[config.mk]
export PLATFORM = sky130hd
export DESIGN_NAME = ipc_rendezvous_engine
export DESIGN_NICKNAME = d
export VERILOG_FILES = /design/src/hw/rtl/ire_pkg.sv /design/src/hw/rtl/ire_msg_ram.sv /design/src/hw/rtl/ipc_rendezvous_engine.sv
export VERILOG_INCLUDE_DIRS = /design/src /design/src/hw/rtl
export SDC_FILE = /design/constraint.sdc
export NUM_CORES = 1
export LEC_CHECK = 0
export BUFFER_PORTS_ARGS = -buffer_cell sky130_fd_sc_hd__buf_4
export CAP_MARGIN = 40
export CORE_MARGIN = 2
export CORE_UTILIZATION = 42
export CTS_BUF_LIST = sky130_fd_sc_hd__clkbuf_8
export CTS_CLUSTER_DIAMETER = 100
export DETAILED_ROUTE_END_ITERATION = 12
export GPL_ROUTABILITY_DRIVEN = 0
export HOLD_SLACK_MARGIN = 0.1
export PLACE_DENSITY = 0.62
export SYNTH_ARGS = -nofsm -noshare
export SYNTH_HDL_FRONTEND = slang
export SYNTH_SLANG_ARGS = --single-unit
[constraint.sdc]
create_clock -name aclk -period 29.7 [get_ports aclk]
set_clock_uncertainty 0.2 [all_clocks]
set_input_delay 5.94 -clock aclk [delete_from_list [all_inputs] [get_ports aclk]]
set_output_delay 5.94 -clock aclk [all_outputs]
set_load 0.005 [all_outputs]
[src/hw/rtl/ipc_rendezvous_engine_defines.svh]
// Assertion macros shared by the rendezvous engine RTL.
// Depends on: a clock named aclk and an active-low reset named aresetn in scope.
`ifndef IPC_RENDEZVOUS_ENGINE_DEFINES_SVH
`define IPC_RENDEZVOUS_ENGINE_DEFINES_SVH

// Check a property on every rising clock edge outside reset.
`define IRE_ASSERT(label, prop, msg) \
    label: assert property (@(posedge aclk) disable iff (!aresetn) prop) \
        else $error(msg);

// Check that an event is followed by a property in the cycle after it.
`define IRE_ASSERT_NEXT(label, trig, prop, msg) \
    label: assert property (@(posedge aclk) disable iff (!aresetn) (trig) |=> (prop)) \
        else $error(msg);

`endif

[src/hw/rtl/ire_pkg.sv]
// Shared types and constants of the rendezvous engine.
// No dependencies.
package ire_pkg;

    localparam int NUM_PROCS    = 8;
    localparam int PID_W        = 3;
    localparam int PEER_W       = 4;
    localparam int PAYLOAD_BITS = 64;
    localparam int CNT_W        = $clog2(NUM_PROCS + 1);

    localparam logic [PEER_W-1:0] NUM_PROCS_P = PEER_W'(NUM_PROCS);
    localparam logic [PEER_W-1:0] PEER_ANY    = 4'd8;
    localparam logic [PEER_W-1:0] PEER_INTR   = 4'd9;
    localparam logic [PEER_W-1:0] NIL_LINK    = 4'd15;

    typedef enum logic [1:0] {
        CMD_SEND  = 2'd0,
        CMD_RECV  = 2'd1,
        CMD_RAISE = 2'd2,
        CMD_BAD   = 2'd3
    } cmd_t;

    typedef enum logic [1:0] {
        ST_DELIVERED = 2'd0,
        ST_BLOCKED   = 2'd1,
        ST_DEADLOCK  = 2'd2,
        ST_INVALID   = 2'd3
    } status_t;

    typedef enum logic [1:0] {
        WF_RUN  = 2'd0,
        WF_SEND = 2'd1,
        WF_RECV = 2'd2
    } wf_t;

    typedef enum logic [2:0] {
        FS_IDLE,
        FS_DECIDE,
        FS_WALK,
        FS_SEND,
        FS_UNLINK,
        FS_DONE
    } fsm_t;

    typedef struct packed {
        status_t                 status;
        logic [PID_W-1:0]        receiver_pid;
        logic [PEER_W-1:0]       source_code;
        logic [PAYLOAD_BITS-1:0] message;
        logic                    hard_interrupt;
        logic                    woken_valid;
        logic [PID_W-1:0]        woken_pid;
    } res_t;

    function automatic res_t res_plain(status_t st);
        res_t r;
        r        = '0;
        r.status = st;
        return r;
    endfunction

endpackage

[src/hw/rtl/ire_msg_ram.sv]
// Message store: one write port, one registered read port.
// No dependencies.
module ire_msg_ram #(
    parameter int DEPTH = 8,
    parameter int WIDTH = 64
) (
    input  logic                     aclk,
    input  logic                     we,
    input  logic [$clog2(DEPTH)-1:0] waddr,
    input  logic [WIDTH-1:0]         wdata,
    input  logic                     re,
    input  logic [$clog2(DEPTH)-1:0] raddr,
    output logic [WIDTH-1:0]         rdata
);

    logic [WIDTH-1:0] mem [DEPTH];

    // Write a held payload
    always_ff @(posedge aclk) begin
        if (we) begin
            mem[waddr] <= wdata;
        end
    end

    // Registered read, hold data between reads
    always_ff @(posedge aclk) begin
        if (re) begin
            rdata <= mem[raddr];
        end
    end

endmodule

[src/hw/rtl/ipc_rendezvous_engine.sv]
// Rendezvous engine: one operation (send, receive or raise interrupt) per input beat and
// one result beat per operation. A send walks the chain of blocked senders from its target
// one entry per cycle (up to NUM_PROCS entries), and a receive that takes a queued sender
// walks that receiver's sender queue one entry per cycle while the held payload is read
// from the message memory.
// Depends on: ire_pkg, ire_msg_ram, ipc_rendezvous_engine_defines.svh.
`include "ipc_rendezvous_engine_defines.svh"

module ipc_rendezvous_engine
    import ire_pkg::*;
(
    input  logic        aclk,
    input  logic        aresetn,
    input  logic        s_tvalid,
    output logic        s_tready,
    input  logic [71:0] s_tdata,  // caller_pid, peer, payload, zero pad
    input  logic [1:0]  s_tuser,  // command
    output logic        m_tvalid,
    input  logic        m_tready,
    // status, receiver_pid, source_code, message, woken_valid, woken_pid, zero pad
    output logic [79:0] m_tdata,
    output logic        m_tuser   // hard_interrupt
);

    fsm_t state_reg, state_next;

    // Per-process state
    wf_t               wf_reg [NUM_PROCS];
    wf_t               wf_next[NUM_PROCS];
    logic [PID_W-1:0]  st_reg [NUM_PROCS];
    logic [PID_W-1:0]  st_next[NUM_PROCS];
    logic [PEER_W-1:0] rf_reg [NUM_PROCS];
    logic [PEER_W-1:0] rf_next[NUM_PROCS];
    logic              ip_reg [NUM_PROCS];
    logic              ip_next[NUM_PROCS];
    logic [PEER_W-1:0] qh_reg [NUM_PROCS];
    logic [PEER_W-1:0] qh_next[NUM_PROCS];
    logic [PEER_W-1:0] qt_reg [NUM_PROCS];
    logic [PEER_W-1:0] qt_next[NUM_PROCS];
    logic [PEER_W-1:0] qn_reg [NUM_PROCS];
    logic [PEER_W-1:0] qn_next[NUM_PROCS];

    // Operation in flight
    cmd_t                    cmd_reg;
    logic [PID_W-1:0]        me_reg;
    logic [PEER_W-1:0]       peer_reg;
    logic [PAYLOAD_BITS-1:0] pay_reg;
    logic [PID_W-1:0]        from_reg, from_next;
    logic [PEER_W-1:0]       p_reg, p_next;
    logic [PEER_W-1:0]       prev_reg, prev_next;
    logic [CNT_W-1:0]        cnt_reg, cnt_next;
    res_t                    res_reg, res_next;
    res_t                    m_res_reg;
    logic                    m_tvalid_reg;

    logic                    ram_we, ram_re;
    logic [PID_W-1:0]        ram_raddr;
    logic [PAYLOAD_BITS-1:0] ram_rdata;

    logic              accept, out_load;
    logic [PID_W-1:0]  peer_idx, walk_p, ul_p, head_idx;
    logic [PEER_W-1:0] me_p;
    logic              peer_pid, caller_bad, raise_hit, common_bad, send_bad, recv_bad;
    logic              recv_intr, any_hit, named_hit, from_hit;
    logic              walk_end, walk_hit, walk_last, ul_end, ul_hit, rcv_match;

    assign accept   = s_tvalid && s_tready;
    assign s_tready = (state_reg == FS_IDLE);
    assign out_load = (state_reg == FS_DONE) && (!m_tvalid_reg || m_tready);

    // Decision terms
    assign me_p       = {1'b0, me_reg};
    assign peer_idx   = peer_reg[PID_W-1:0];
    assign peer_pid   = peer_reg < NUM_PROCS_P;
    assign caller_bad = (cmd_reg == CMD_BAD) || (me_p >= NUM_PROCS_P);
    assign raise_hit  = (wf_reg[me_reg] == WF_RECV)
                        && (rf_reg[me_reg] == PEER_ANY || rf_reg[me_reg] == PEER_INTR);
    assign common_bad = (peer_reg == me_p) || (wf_reg[me_reg] != WF_RUN);
    assign send_bad   = !peer_pid;
    assign recv_bad   = (peer_reg > PEER_INTR)
                        || (peer_reg != PEER_ANY && peer_reg != PEER_INTR && !peer_pid);
    assign recv_intr  = ip_reg[me_reg] && (peer_reg == PEER_ANY || peer_reg == PEER_INTR);
    assign head_idx   = qh_reg[me_reg][PID_W-1:0];
    assign any_hit    = (peer_reg == PEER_ANY) && (qh_reg[me_reg] < NUM_PROCS_P);
    assign named_hit  = peer_pid && (wf_reg[peer_idx] == WF_SEND)
                        && (st_reg[peer_idx] == me_reg);
    assign from_hit   = any_hit || named_hit;
    assign walk_p     = p_reg[PID_W-1:0];
    assign walk_end   = (p_reg >= NUM_PROCS_P) || (wf_reg[walk_p] != WF_SEND);
    assign walk_hit   = (st_reg[walk_p] == me_reg);
    assign walk_last  = (cnt_reg == CNT_W'(NUM_PROCS - 1));
    assign ul_p       = p_reg[PID_W-1:0];
    assign ul_end     = (cnt_reg == CNT_W'(NUM_PROCS)) || (p_reg >= NUM_PROCS_P);
    assign ul_hit     = (p_reg == {1'b0, from_reg});
    assign rcv_match  = (wf_reg[peer_idx] == WF_RECV)
                        && (rf_reg[peer_idx] == me_p || rf_reg[peer_idx] == PEER_ANY);

    // Next state
    always_comb begin
        state_next = state_reg;
        case (state_reg)
            FS_IDLE: begin
                if (accept) state_next = FS_DECIDE;
            end
            FS_DECIDE: begin
                if (caller_bad || cmd_reg == CMD_RAISE || common_bad) begin
                    state_next = FS_DONE;
                end else if (cmd_reg == CMD_SEND) begin
                    state_next = send_bad ? FS_DONE : FS_WALK;
                end else if (recv_bad || recv_intr || !from_hit) begin
                    state_next = FS_DONE;
                end else begin
                    state_next = FS_UNLINK;
                end
            end
            FS_WALK: begin
                if (walk_end) state_next = FS_SEND;
                else if (walk_hit) state_next = FS_DONE;
                else if (walk_last) state_next = FS_SEND;
            end
            FS_SEND: state_next = FS_DONE;
            FS_UNLINK: begin
                if (ul_end || ul_hit) state_next = FS_DONE;
            end
            FS_DONE: begin
                if (out_load) state_next = FS_IDLE;
            end
            default: state_next = FS_IDLE;
        endcase
    end

    // Datapath: read, modify and write back the process state
    always_comb begin
        wf_next   = wf_reg;
        st_next   = st_reg;
        rf_next   = rf_reg;
        ip_next   = ip_reg;
        qh_next   = qh_reg;
        qt_next   = qt_reg;
        qn_next   = qn_reg;
        from_next = from_reg;
        p_next    = p_reg;
        prev_next = prev_reg;
        cnt_next  = cnt_reg;
        res_next  = res_reg;
        ram_we    = 1'b0;
        ram_re    = 1'b0;
        ram_raddr = from_reg;
        case (state_reg)
            FS_DECIDE: begin
                if (caller_bad) begin
                    res_next = res_plain(ST_INVALID);
                end else if (cmd_reg == CMD_RAISE) begin
                    if (raise_hit) begin
                        wf_next[me_reg] = WF_RUN;
                        rf_next[me_reg] = '0;
                        ip_next[me_reg] = 1'b0;
                        res_next                = res_plain(ST_DELIVERED);
                        res_next.receiver_pid   = me_reg;
                        res_next.source_code    = PEER_INTR;
                        res_next.hard_interrupt = 1'b1;
                        res_next.woken_valid    = 1'b1;
                        res_next.woken_pid      = me_reg;
                    end else begin
                        ip_next[me_reg] = 1'b1;
                        res_next        = res_plain(ST_BLOCKED);
                    end
                end else if (common_bad) begin
                    res_next = res_plain(ST_INVALID);
                end else if (cmd_reg == CMD_SEND) begin
                    res_next = res_plain(ST_INVALID);
                    p_next   = peer_reg;
                    cnt_next = '0;
                end else if (recv_bad) begin
                    res_next = res_plain(ST_INVALID);
                end else if (recv_intr) begin
                    ip_next[me_reg]         = 1'b0;
                    res_next                = res_plain(ST_DELIVERED);
                    res_next.receiver_pid   = me_reg;
                    res_next.source_code    = PEER_INTR;
                    res_next.hard_interrupt = 1'b1;
                end else if (from_hit) begin
                    // fetch the held payload while the queue is walked
                    from_next = any_hit ? head_idx : peer_idx;
                    ram_re    = 1'b1;
                    ram_raddr = any_hit ? head_idx : peer_idx;
                    p_next    = qh_reg[me_reg];
                    prev_next = NIL_LINK;
                    cnt_next  = '0;
                end else begin
                    wf_next[me_reg] = WF_RECV;
                    rf_next[me_reg] = peer_reg;
                    res_next        = res_plain(ST_BLOCKED);
                end
            end
            FS_WALK: begin
                if (!walk_end && walk_hit) begin
                    res_next = res_plain(ST_DEADLOCK);
                end else if (!walk_end) begin
                    p_next   = {1'b0, st_reg[walk_p]};
                    cnt_next = cnt_reg + 1'b1;
                end
            end
            FS_SEND: begin
                if (rcv_match) begin
                    wf_next[peer_idx]     = WF_RUN;
                    rf_next[peer_idx]     = '0;
                    res_next              = res_plain(ST_DELIVERED);
                    res_next.receiver_pid = peer_idx;
                    res_next.source_code  = me_p;
                    res_next.message      = pay_reg;
                    res_next.woken_valid  = 1'b1;
                    res_next.woken_pid    = peer_idx;
                end else begin
                    // block the sender at the tail of the target's queue
                    wf_next[me_reg] = WF_SEND;
                    st_next[me_reg] = peer_idx;
                    ram_we          = 1'b1;
                    qn_next[me_reg] = NIL_LINK;
                    if (qh_reg[peer_idx] >= NUM_PROCS_P || qt_reg[peer_idx] >= NUM_PROCS_P) begin
                        qh_next[peer_idx] = me_p;
                    end else begin
                        qn_next[qt_reg[peer_idx][PID_W-1:0]] = me_p;
                    end
                    qt_next[peer_idx] = me_p;
                    res_next          = res_plain(ST_BLOCKED);
                end
            end
            FS_UNLINK: begin
                if (ul_end || ul_hit) begin
                    if (!ul_end) begin
                        if (prev_reg == NIL_LINK) begin
                            qh_next[me_reg] = qn_reg[ul_p];
                        end else begin
                            qn_next[prev_reg[PID_W-1:0]] = qn_reg[ul_p];
                        end
                        if (qt_reg[me_reg] == {1'b0, from_reg}) begin
                            qt_next[me_reg] = prev_reg;
                        end
                        qn_next[ul_p] = NIL_LINK;
                    end
                    wf_next[from_reg]     = WF_RUN;
                    st_next[from_reg]     = '0;
                    res_next              = res_plain(ST_DELIVERED);
                    res_next.receiver_pid = me_reg;
                    res_next.source_code  = {1'b0, from_reg};
                    res_next.message      = ram_rdata;
                    res_next.woken_valid  = 1'b1;
                    res_next.woken_pid    = from_reg;
                end else begin
                    prev_next = p_reg;
                    p_next    = qn_reg[ul_p];
                    cnt_next  = cnt_reg + 1'b1;
                end
            end
            default: begin
            end
        endcase
    end

    // Control registers and process state
    always_ff @(posedge aclk) begin
        if (!aresetn) begin
            state_reg    <= FS_IDLE;
            m_tvalid_reg <= 1'b0;
            for (int i = 0; i < NUM_PROCS; i++) begin
                wf_reg[i] <= WF_RUN;
                st_reg[i] <= '0;
                rf_reg[i] <= '0;
                ip_reg[i] <= 1'b0;
                qh_reg[i] <= NIL_LINK;
                qt_reg[i] <= NIL_LINK;
                qn_reg[i] <= NIL_LINK;
            end
        end else begin
            state_reg <= state_next;
            wf_reg    <= wf_next;
            st_reg    <= st_next;
            rf_reg    <= rf_next;
            ip_reg    <= ip_next;
            qh_reg    <= qh_next;
            qt_reg    <= qt_next;
            qn_reg    <= qn_next;
            if (out_load) begin
                m_tvalid_reg <= 1'b1;
            end else if (m_tready) begin
                m_tvalid_reg <= 1'b0;
            end
        end
    end

    // Operation and result payload
    always_ff @(posedge aclk) begin
        if (accept) begin
            cmd_reg  <= cmd_t'(s_tuser);
            me_reg   <= s_tdata[2:0];
            peer_reg <= s_tdata[6:3];
            pay_reg  <= s_tdata[70:7];
        end
        from_reg <= from_next;
        p_reg    <= p_next;
        prev_reg <= prev_next;
        cnt_reg  <= cnt_next;
        res_reg  <= res_next;
        if (out_load) begin
            m_res_reg <= res_reg;
        end
    end

    ire_msg_ram #(
        .DEPTH(NUM_PROCS),
        .WIDTH(PAYLOAD_BITS)
    ) u_msg_ram (
        .aclk  (aclk),
        .we    (ram_we),
        .waddr (me_reg),
        .wdata (pay_reg),
        .re    (ram_re),
        .raddr (ram_raddr),
        .rdata (ram_rdata)
    );

    assign m_tvalid = m_tvalid_reg;
    assign m_tuser  = m_res_reg.hard_interrupt;
    assign m_tdata  = {3'b000, m_res_reg.woken_pid, m_res_reg.woken_valid, m_res_reg.message,
                       m_res_reg.source_code, m_res_reg.receiver_pid, m_res_reg.status};

    `IRE_ASSERT(a_walk_bound, (state_reg == FS_WALK) |-> (cnt_reg < CNT_W'(NUM_PROCS)), "chain walk overran")
    `IRE_ASSERT_NEXT(a_accept_busy, accept, state_reg == FS_DECIDE, "accepted beat not decoded")
    `IRE_ASSERT(a_refused_quiet, (m_tvalid && m_res_reg.status != ST_DELIVERED) |-> !m_res_reg.woken_valid, "wake on a refused operation")

endmodule

==> results.cfg <==
[global_routing]
antenna_found_initial = 1
grt_pass1_vias = 30910
grt_pass1_wl_um = 194000
grt_max_degree = 283
overflow = 0
grtUsageTotal = 0.2361

[sta]
hold_viol_final = 0
period_share = 0.2663
timing.setup.tns_ns = 0
rsz0062_at_grt = false
worst_slew_margin_rel = 0.2510
whs_ns = 0.2142
max_freq_mhz = 126.4
fin_crit_ns = 7.910
drv_slew = 0
tightest_slew_ns = 1.124
setup_viol = 0

[routing]
num_vias = 32030
vias_per_cell = 6.208
post-route-drc-count = 0
drt-initial-drc-count = 3694
drtAntennaViolNets = 0
dr.pass1.iters = 8
wl_per_cell_um = 25.26
drt-total-wl_um = 130300

[cells_and_area]
nets = 3726
fillers = 9293
largest_reg_flops = 512
ff_latch_area_sq_um = 28140
drive_gt1_frac = 0.1444
final_cells = 5159
multi_input_area_sq_um = 14730
syn_to_final_growth_pct = 12.70

[worst_setup_path]
crit_fanout = 14
cp-end-kind = primary output
timing.rr.start = peer_reg[0]
r2r_slack_ns = 23.44
path_cells = nor3_1 -> buf_4
startpoint_type = flop
slowest_delay_ns = 0.45
crit_slowest_cell = dfxtp_1
critPathKind = flop to primary output
cp.arrival_ns = 1.77
crit_start = state_reg[0]
worst_ep_required_time_ns = 23.56

[clock_tree]
cts_buffers = 166
htree_levels = 4
post_cts_buffers = 0
tritoncts = done
cts-resized-gates = 0
cts.sinks = 998
cts-hold-fix-buffers = 0
clk_latency_ns = 0.86
clk_path_buf_depth = 3
cts_root_buf = clkbuf_8
clkSlewWorstSetupHoldPaths_ns = 0.07

[power]
clockPowerShare = 0.366
p_leak_nw = 16.61
comb_power_share = 0.102
ir_drop_mv = 0.04289
seqPwrFrac = 0.532
switching_power_mw = 0.8098
sw_frac_of_total = 0.2650
powerDensity_nw_per_um2 = 61.20
p_int_mw = 2.247

[die]
core_area_sq_um = 105000
die_h_um = 328.8
ios = 161
die_w_um = 328.8
num_rows = 119
die_area_sq_um = 108100
start_util = 0.4221

[yosys]
synth_area_leaders = edfxtp_1 (55%), dfxtp_1 (8.3%), a21boi_0 (3.4%)
syn_area_sq_um = 44310
synthAdderAreaFrac = 0.001412
synthXorXnorAreaFrac = 0.003360
synth_top_area_share = 0.5523
synth_area_leader_cell = edfxtp_1
syn_avg_cell_area_sq_um = 12.42
synth-compound-area-share = 0.2025
yosysWarnings = 0
netlist_top_cells_count = edfxtp_1 (815), o21ai_0 (266), clkbuf_1 (236)
yosys-mux-area-fraction = 0.04041
synth_top_family_by_area = compound AO/OA/AOI/OAI gates
synth_seq_cells = 998
syn_inst = 3569
async_flop_share = 0
synth_enable_flop_cells = 815
synth_top_flop_cell = edfxtp_1
synth_cell_type_count = 87
seq_area_frac_synth = 0.6350
synth_most_common_cell = edfxtp_1
synth-simple-area-share = 0.08044

[placed_design]
placedCellCount = 4866
dp_hpwl_um = 72330
port_buffers = 156

[run_status]
status = finished, final reports clean

[run]
max_cap_violations = 0

[min_path]
worstHoldStart = res_reg[70]
hold_path.class = flop to flop
-- worst max-delay path, delay by kind of cell (launching register included) --
kind | cells | cell delay, ns
and+or+nand+nor | 1 | 0.30
DFF | 1 | 0.45
buffers and inverters | 1 | 0.16
-- final timing paths --
check | endpoint | cells past startpoint
max reg2reg | u_msg_ram.rdata[29] | 13
max | s_tready | 2
min | m_tdata[6] | 0
min reg2reg | m_tdata[6] | 0
-- cell usage in the layout (no fill, tap or decap), drive strengths merged, types with 6 or more instances in the layout --
cell type,synthesis,layout
o21ai,326,326
o31ai,9,9
nor3,56,56
a21oi,149,149
and2,18,18
nor3b,14,14
nor4,6,6
a211oi,28,28
nor2b,18,18
o22ai,171,171
mux2i,108,108
a21boi,261,261
o221a,7,7
xnor2,8,8
edfxtp,815,815
a2111oi,6,6
dfxtp,183,183
o21a,13,13
nand2b,17,17
a32oi,7,7
nor2,144,144
o32ai,128,128
o211ai,35,35
mux4,26,26
nand3b,14,14
mux2,11,11
clkinv,2,54
xor2,9,9
nand2,171,171
a22oi,44,44
a31oi,44,44
or2,10,10
clkbuf,236,178
inv,27,85
and3b,8,8
and3,148,148
nand3,46,46
a22o,70,70
buf,103,243
-- power groups by stage --
stage / Combinational (mW) / Sequential [mW] / Clock (mW)
final: 0.313 / 1.63 / 1.12
after global routing: 0.331 / 1.63 / 1.20
after CTS: 0.307 / 1.62 / 1.14
after detailed placement: 0.306 / 1.65 / 0
after global placement: 0.291 / 1.65 / 0
after floorplan: 0.190 / 1.64 / 0
-- per-stage QoR --
stage | power, mW | setup slack, ns | cell area (sq um) | utilization
final | 3.056 | 21.79 | 49940 | 0.4757
after global routing | 3.162 | 21.70 | 49940 | 0.4757
after CTS | 3.074 | 21.73 | 49940 | 0.4757
after detailed placement | 1.960 | 21.36 | 46930 | 0.4471
after global placement | 1.944 | 21.38 | 46350 | 0.4415
after floorplan | 1.826 | 13.71 | 44320 | -
-- final cells by class --
class | count | area share
diodes | 1 | 0.00005011
clock buffers | 178 | 0.04906
clock inverters | 114 | 0.01110
inverters | 29 | 0.002255
multi-input cells | 2205 | 0.2949
flip-flops and latches | 998 | 0.5634
well taps | 1391 | 0.03485
repair buffers | 243 | 0.04440
-- logic make-up after synthesis --
kind of cell,Yosys count
mux,145
other cells,1
fa+ha+maj,5
compound gates,1338
flops,998
xor+xnor,17
buf+inv,368
simple gates,697
-- routing by layer --
metal,track usage,vias up,wire length (um)
li1,-,14190,-
met1,0.3191,15910,54150
met2,0.3680,1562,59880
met3,0.04245,360,10390
met4,0.1139,0,5884
met5,0,-,0
Note: power is estimated with default switching activity, not from simulation.
